$ cat config.mk
export PLATFORM = sky130hd
export DESIGN_NAME = stbs_front
export DESIGN_NICKNAME = d
export VERILOG_FILES = /design/src/hdl/stbs_pkg.sv /design/src/hdl/stbs_front.sv
export SDC_FILE = /design/constraint.sdc
export NUM_CORES = 1
export LEC_CHECK = 0
export BUFFER_PORTS_ARGS = -buffer_cell sky130_fd_sc_hd__buf_2
export CAP_MARGIN = 10
export CORE_MARGIN = 2
export CORE_UTILIZATION = 47
export DETAILED_ROUTE_END_ITERATION = 10
export PLACE_DENSITY = 0.75
export SLEW_MARGIN = 15
export SYNTH_ARGS = -nofsm -noshare
export SYNTH_HDL_FRONTEND = slang
export SYNTH_SLANG_ARGS = --single-unit
$ cat constraint.sdc
create_clock -name clk -period 2.71 [get_ports clk]
set_input_delay 0.4065 -clock clk [delete_from_list [all_inputs] [get_ports clk]]
set_output_delay 0.4065 -clock clk [all_outputs]
set_load 0.01 [all_outputs]
$ cat src/hdl/stbs_pkg.sv
// ----------------------------------------------------------------------------
// stbs_pkg
// shared types and constants of the sorted table search block
// ----------------------------------------------------------------------------
package stbs_pkg;

    localparam int TABLE_DEPTH = 1024;
    localparam int ADDR_W      = $clog2(TABLE_DEPTH);
    localparam int COUNT_W     = ADDR_W + 1;
    localparam int KEY_W       = 32;

    localparam logic OP_LOAD   = 1'b0;
    localparam logic OP_SEARCH = 1'b1;

    // one request as held in the queue
    typedef struct packed {
        logic                     op;
        logic [ADDR_W-1:0]        entry_index;
        logic signed [KEY_W-1:0]  value;
    } stbs_req_t;

    // queue head as seen by the back end
    typedef struct packed {
        logic       valid;
        stbs_req_t  req;
    } stbs_head_t;

    typedef enum logic {
        ST_IDLE,
        ST_SEARCH
    } stbs_state_t;

endpackage

$ cat src/hdl/stbs_front.sv
// ----------------------------------------------------------------------------
// stbs_front
// accepts requests, tags their kind and holds them in a two-entry queue
// ----------------------------------------------------------------------------
module stbs_front
(
    input  logic                               clk,
    input  logic                               rst_n,
    input  logic                               in_valid,
    output logic                               in_stall,
    input  logic                               op,
    input  logic [stbs_pkg::ADDR_W-1:0]        entry_index,
    input  logic signed [stbs_pkg::KEY_W-1:0]  value,
    output stbs_pkg::stbs_head_t               head,
    input  logic                               pop
);

    stbs_pkg::stbs_req_t slot_reg [2];
    logic [1:0]          count_reg;
    logic [1:0]          count_next;
    logic                wr_ptr_reg;
    logic                rd_ptr_reg;
    logic                push;
    logic                do_pop;
    stbs_pkg::stbs_req_t in_req;

    always_comb
    begin
        in_req.op          = (op == stbs_pkg::OP_SEARCH) ? stbs_pkg::OP_SEARCH
                                                          : stbs_pkg::OP_LOAD;
        in_req.entry_index = entry_index;
        in_req.value       = value;
    end

    assign in_stall = (count_reg == 2'd2);
    assign push     = in_valid && !in_stall;
    assign do_pop   = pop && (count_reg != 2'd0);

    always_comb
    begin
        count_next = count_reg;
        if (push && !do_pop)
        begin
            count_next = count_reg + 2'd1;
        end
        else if (!push && do_pop)
        begin
            count_next = count_reg - 2'd1;
        end
    end

    always_ff @(posedge clk or negedge rst_n)
    begin
        if (!rst_n)
        begin
            count_reg  <= 2'd0;
            wr_ptr_reg <= 1'b0;
            rd_ptr_reg <= 1'b0;
        end
        else
        begin
            count_reg <= count_next;
            if (push)
            begin
                wr_ptr_reg <= !wr_ptr_reg;
            end
            if (do_pop)
            begin
                rd_ptr_reg <= !rd_ptr_reg;
            end
        end
    end

    always_ff @(posedge clk)
    begin
        if (push)
        begin
            slot_reg[wr_ptr_reg] <= in_req;
        end
    end

    assign head.valid = (count_reg != 2'd0);
    assign head.req   = slot_reg[rd_ptr_reg];

endmodule

==> impl_results.md, run 1 <==
* Run status: completed
* Placed cell area at 4070 µm²
* Synth Cell Area at 3500 µm²
* Slew Limit Headroom at 0.663
* Cell area after layout at 4250 µm²
* Routed vias/inst at 4.67
* Worst min-delay path category: primary input to flip-flop
* Number of rows created at floorplan at 31
* Number of distinct library cells after synthesis at 16
* Final WS setup at 718 ps
* DRC Markers at 0
* Maximum number of pins on one net before global-route repair at 29
* CTS root buffer: sky130_fd_sc_hd__clkbuf_8
* Die height at 90.4 µm
* Ordered list of cells on the worst path: buf_4 -> mux2_2 -> buf_2
* Setup slack after placement at 987 ps
* Cell family with most CP delay: buffers and inverters
* Peak clock frequency supported by timing at 502 MHz
* Placed wire-length estimate after detailed placement at 3750 µm
* Number of flip-flops in the largest register at 86
* Insertion delay of the later-clocked pin in the worst-skew pair at 340 ps
* Post-Syn Area per Cell at 22.9 µm²
* Data arrival time at the worst-slack endpoint at 1590 ps
* IR drop worst, VDD at 0.568 mV
* Total buffers and inverters traversed by the critical path at 2
* Power per unit of standard cell area at 1020 nW/µm²
* Number of instances in the synthesized netlist at 153
* Cell type contributing the most total cell area after synthesis: sky130_fd_sc_hd__edfxtp_1
* Area share of the largest cell type after synthesis at 0.737
* Final core area utilization at 0.585
* Total of max-cap violations at 0
* Aggregate negative setup slack at 0 ps
* Wire length of the first global-routing pass at 8230 µm
* Area growth syn-to-layout at 21.1%
* CP startpoint kind: flip-flop
* Largest cells by area after synthesis: sky130_fd_sc_hd__edfxtp_1 (74%), sky130_fd_sc_hd__mux2_4 (17%), sky130_fd_sc_hd__dfrtp_1 (2.9%), sky130_fd_sc_hd__buf_12 (2.3%), sky130_fd_sc_hd__mux2_2 (1.3%)
* Layout filler cell count at 565
* Floorplan core area at 7250 µm²
* Endpoint type of the worst setup path: output pin
* Total I/O pin count at 92
* CP required at 2300 ps
* Proportion of layout cells with a drive suffix above 1 at 0.605
* Die span in x at 90.4 µm
* Final estimated routing congestion in global placement at 0.702
* Routed WL per cell at 14.9 µm
* Number of antenna violations at the first check in global routing at 0
* Static leakage power at 1.72 nW
* Area of the multi-input gates at 732 µm²
* Via count of the first global-routing pass at 1,685
* CTS buffer count at 9
* Post-route clock skew at 5.21 ps
* Count of antenna-violating nets left after detailed routing at 0
* Die Area at 8160 µm²
* Setup violations, final at 0
* Final worst path period share at 0.735
* Iteration-0 DRC count of the detailed router at 65
* CTS tree: yes
* H-tree levels at 3
* CTS sink cnt at 90
* Peak fanout along the critical path at 19
* Worst Setup Path Type: flip-flop to output pin
* First drt pass iteration count at 4
* Overall global routing resource usage at 0.135
* Fin crit period at 1990 ps
* Clock transition time at the flip-flop clock pins of the worst setup and hold paths at 80 ps
* DRT Wirelength at 5350 µm
* Highest-delay cell along the critical path: sky130_fd_sc_hd__dfrtp_2
* Number of pins exceeding their max-slew limit in the final report at 0
* Number of warning messages in the yosys log at 0
* Effective utilization at floorplan at 0.483
* Number of flip-flops and latches in the synthesized netlist at 90
* IO buf count at 91
* Total congestion overflow at 0
* Portion of the post-synthesis area used by sequential elements at 0.765
* FF+latch area at 2680 µm²
* Number of hold violations in the final report at 0
* Maximum clock insertion buffer count at 2
* Setup repair after global routing missed its margin: no
* Net count after synthesis at 201
* Worst Max-Slew Pin Slew at 504 ps
* Slowest cell delay on critical path at 390 ps
* Antenna cells at 0
* Detailed-route via count at 1,681
* Final net count at 304
[area by class of cell]
type | instances | area share
flip-flops and latches | 90 | 0.632
well taps | 99 | 0.0292
clock buffers | 10 | 0.0301
repair buffers | 97 | 0.124
inverters | 2 | 0.00177
clock inverters | 6 | 0.0100
multi-input cells | 56 | 0.172
[synthesized netlist by cell type]
| cell | number |
|---|---|
| sky130_fd_sc_hd__dfrtp_1 | 4 |
| sky130_fd_sc_hd__buf_6 | 1 |
| sky130_fd_sc_hd__nand2_2 | 1 |
| sky130_fd_sc_hd__nand2_1 | 1 |
| sky130_fd_sc_hd__edfxtp_1 | 86 |
| sky130_fd_sc_hd__xor2_1 | 2 |
| sky130_fd_sc_hd__xnor2_1 | 3 |
| sky130_fd_sc_hd__buf_12 | 4 |
| sky130_fd_sc_hd__and3_1 | 1 |
| sky130_fd_sc_hd__inv_1 | 2 |
| sky130_fd_sc_hd__ha_1 | 1 |
| sky130_fd_sc_hd__mux2_4 | 39 |
| sky130_fd_sc_hd__nand2b_1 | 1 |
| sky130_fd_sc_hd__nor2_1 | 2 |
| sky130_fd_sc_hd__mux2_2 | 4 |
| sky130_fd_sc_hd__or2_1 | 1 |
[routing by layer]
| metal | part of all wire | routed length, µm | up-vias | global-route usage |
|---|---|---|---|---|
| li1 | - | - | 800 | - |
| met1 | 0.47 | 2520 | 790 | 0.186 |
| met2 | 0.43 | 2300 | 80 | 0.195 |
| met3 | 0.082 | 437 | 11 | 0.0484 |
| met4 | 0.017 | 93 | 0 | 0.0577 |
| met5 | 0 | 0 | - | 0 |
[kinds of logic (layout without fill, tap and decap cells)]
logic type / after synthesis / in the layout / synth area share
and+or+nand+nor: 7 / 7 / 0.0104
DFF: 90 / 90 / 0.765
muxes: 43 / 43 / 0.180
buffers and inverters: 7 / 115 / 0.0282
xor gates and xnor gates: 5 / 5 / 0.0125
adders and majority gates: 1 / 1 / 0.00357
[worst reg2reg max path, stage by stage, from the launching register on]
cell	delay, ps
sky130_fd_sc_hd__dfrtp_1	410
sky130_fd_sc_hd__nand2b_1	160
sky130_fd_sc_hd__nand2_1	130
sky130_fd_sc_hd__nor2_4	430
sky130_fd_sc_hd__buf_12	270
[metrics by stage]
stage	power, mW	std cells	hold WS, ps
floorplan	3.21	153	111
global placement	3.60	343	220
detailed placement	3.63	343	224
CTS	4.41	360	225
global route	4.59	360	220
finish	4.35	360	244
[placed cells by master, fill, tap and decap left out, types with 2 or more instances in the layout]
cell,netlist,final
sky130_fd_sc_hd__clkbuf_8,0,9
sky130_fd_sc_hd__buf_2,0,91
sky130_fd_sc_hd__buf_12,4,2
sky130_fd_sc_hd__clkinvlp_4,0,2
sky130_fd_sc_hd__inv_1,2,2
sky130_fd_sc_hd__xor2_1,2,2
sky130_fd_sc_hd__dfrtp_1,4,3
sky130_fd_sc_hd__xnor2_1,3,3
sky130_fd_sc_hd__buf_4,0,3
sky130_fd_sc_hd__clkinv_2,0,2
sky130_fd_sc_hd__mux2_2,4,4
sky130_fd_sc_hd__mux2_4,39,39
sky130_fd_sc_hd__edfxtp_1,86,86
[power by group]
group | switching (mW) | leakage [nW] | internal [mW]
Sequential | 0.0958 | 0.845 | 1.90
Clock | 0.443 | 0.0827 | 0.335
Combinational | 0.756 | 0.790 | 0.812
[what timing repair did]
| item | in CTS | in global routing |
|---|---|---|
| resized for setup | 0 | 0 |
| setup endpoints to repair | 0 | 0 |
| hold buffers | 1 | 0 |
| setup buffers | 0 | 0 |
| hold endpoints to repair | 4 | 0 |
[worst paths after layout]
path	start	cells past startpoint	slack, ps	endpoint
min in group asynchronous	rst_n	2	390	count_reg[0]
max in group asynchronous	rst_n	2	2170	rd_ptr_reg
worst max register to register	count_reg[0]	4	1000	slot_reg[0][5]
worst min-delay path	value[30]	1	240	slot_reg[1][30]
worst max-delay path	rd_ptr_reg	3	720	head[41]
worst min register to register	count_reg[1]	1	500	count_reg[1]
(Power assumes the default switching activity.)
==> run 2, diff against run 1 <==
==> constraint.sdc (replaced) <==
create_clock -name clk -period 1.8 [get_ports clk]
set_input_delay 0.27 -clock clk [delete_from_list [all_inputs] [get_ports clk]]
set_output_delay 0.27 -clock clk [all_outputs]
set_load 0.01 [all_outputs]
==> impl_results.md, run 2 (synthesis results as in run 1) <==
* Number of antenna violations at the first check in global routing at 0
* Routed vias/inst at 4.68
* Wire length of the first global-routing pass at 8410 µm
* DRT Wirelength at 5400 µm
* DRC Markers at 0
* Proportion of layout cells with a drive suffix above 1 at 0.607
* Antenna cells at 0
* Setup repair after global routing missed its margin: no
* CTS root buffer: sky130_fd_sc_hd__clkbuf_8
* CP required at 1530 ps
* Aggregate negative setup slack at 0 ps
* CTS sink cnt at 90
* Run status: completed
* Total of max-cap violations at 0
* Insertion delay of the later-clocked pin in the worst-skew pair at 340 ps
* Number of hold violations in the final report at 0
* Detailed-route via count at 1,691
* CTS buffer count at 9
* Maximum number of pins on one net before global-route repair at 24
* Number of rows created at floorplan at 31
* Worst Max-Slew Pin Slew at 318 ps
* Post-route clock skew at 7.66 ps
* Area of the multi-input gates at 736 µm²
* Endpoint type of the worst setup path: output pin
* Commonest cells after routing, fill and taps aside: sky130_fd_sc_hd__buf_2 (91), sky130_fd_sc_hd__edfxtp_1 (86), sky130_fd_sc_hd__mux2_4 (40)
* Via count of the first global-routing pass at 1,807
* CP startpoint kind: flip-flop
* Placed cell area at 4090 µm²
* Peak fanout along the critical path at 23
* Die span in x at 90.4 µm
* Worst Setup Path Type: flip-flop to output pin
* IO buf count at 91
* Power per unit of standard cell area at 1570 nW/µm²
* Area growth syn-to-layout at 22.5%
* Effective utilization at floorplan at 0.483
* Final worst path period share at 0.970
* Die height at 90.4 µm
* Placed wire-length estimate after detailed placement at 3660 µm
* Final estimated routing congestion in global placement at 0.714
* Count of antenna-violating nets left after detailed routing at 0
* Non-filler instance count after layout at 361
* Most common cell after layout, fill and taps aside: sky130_fd_sc_hd__buf_2
* Layout filler cell count at 553
* Number of placed cells counting well taps at 344
* CTS tree: yes
* Slew Limit Headroom at 0.788
* Clock transition time at the flip-flop clock pins of the worst setup and hold paths at 90 ps
* Die Area at 8160 µm²
* Number of pins exceeding their max-slew limit in the final report at 0
* Overall global routing resource usage at 0.137
* Routed WL per cell at 15.0 µm
* Maximum clock insertion buffer count at 2
* Total congestion overflow at 0
* Cell area after layout at 4290 µm²
* H-tree levels at 3
* First drt pass iteration count at 4
* Total I/O pin count at 92
* Worst min-delay path category: primary input to flip-flop
* Peak clock frequency supported by timing at 573 MHz
* Data arrival time at the worst-slack endpoint at 1480 ps
* Iteration-0 DRC count of the detailed router at 78
* FF+latch area at 2680 µm²
* Floorplan core area at 7250 µm²
* Setup violations, final at 0
* IR drop worst, VDD at 0.796 mV
* Static leakage power at 1.74 nW
* Final net count at 305
* Fin crit period at 1750 ps
* Number of flip-flops in the largest register at 86
==> run 2: power by group <==
part / total, mW / internal, mW / switching, mW / leakage [nW]
clock network: 1.31 / 0.644 / 0.662 / 0.0925
logic: 2.41 / 1.27 / 1.15 / 0.804
registers: 3.02 / 2.87 / 0.151 / 0.845
==> run 2: metrics by stage <==
| step | utilization | power (mW) | setup WS, ps | hold slack (ps) |
|---|---|---|---|---|
| floorplan | - | 4.83 | 97.3 | -25.6 |
| global placement | 0.563 | 5.47 | 349 | 79.6 |
| detailed placement | 0.563 | 5.52 | 284 | 85.6 |
| CTS | 0.592 | 6.84 | 24.6 | 88.3 |
| global route | 0.592 | 7.10 | 0.101 | 78.4 |
| finish | 0.592 | 6.74 | 53.9 | 111 |
==> run 2: final timing paths <==
| check | startpoint | end | slack, ps | cells past startpoint |
|---|---|---|---|---|
| min | value[1] | slot_reg[0][1] | 110 | 1 |
| max | rd_ptr_reg | head[42] | 50 | 3 |
| min reg2reg | count_reg[1] | count_reg[1] | 500 | 1 |
| max reg2reg | count_reg[0] | count_reg[1] | 270 | 7 |
| max in group asynchronous | rst_n | rd_ptr_reg | 1390 | 2 |
| min in group asynchronous | rst_n | wr_ptr_reg | 270 | 2 |
==> run 2: routing by layer <==
| layer | share of wire | wire length (µm) | GRT usage | up-vias |
|---|---|---|---|---|
| li1 | - | - | - | 797 |
| met1 | 0.42 | 2260 | 0.163 | 821 |
| met2 | 0.51 | 2730 | 0.227 | 67 |
| met3 | 0.068 | 365 | 0.0559 | 6 |
| met4 | 0.0074 | 40 | 0.0462 | 0 |
| met5 | 0 | 0 | 0 | - |
==> run 2: area by class of cell <==
class,count,share of cell area
clock inverter,6,0.0157
sequential,90,0.625
clock buffer,10,0.0297
multi-input combinational,56,0.171
tap,99,0.0288
inverter,2,0.00175
timing repair buffer,98,0.128
==> run 2: timing repair <==
action / in CTS / in global routing
resized for setup: 0 / 1
buffers inserted: 0 / 0
setup endpoints to repair: 0 / 1
hold buffers: 1 / 0
hold endpoints to repair: 4 / 0
==> run 2: critical path, stage by stage, from the launching register on <==
cell and delay (ps):
sky130_fd_sc_hd__dfrtp_2 410, sky130_fd_sc_hd__buf_12 210, sky130_fd_sc_hd__mux2_2 360, sky130_fd_sc_hd__buf_2 140
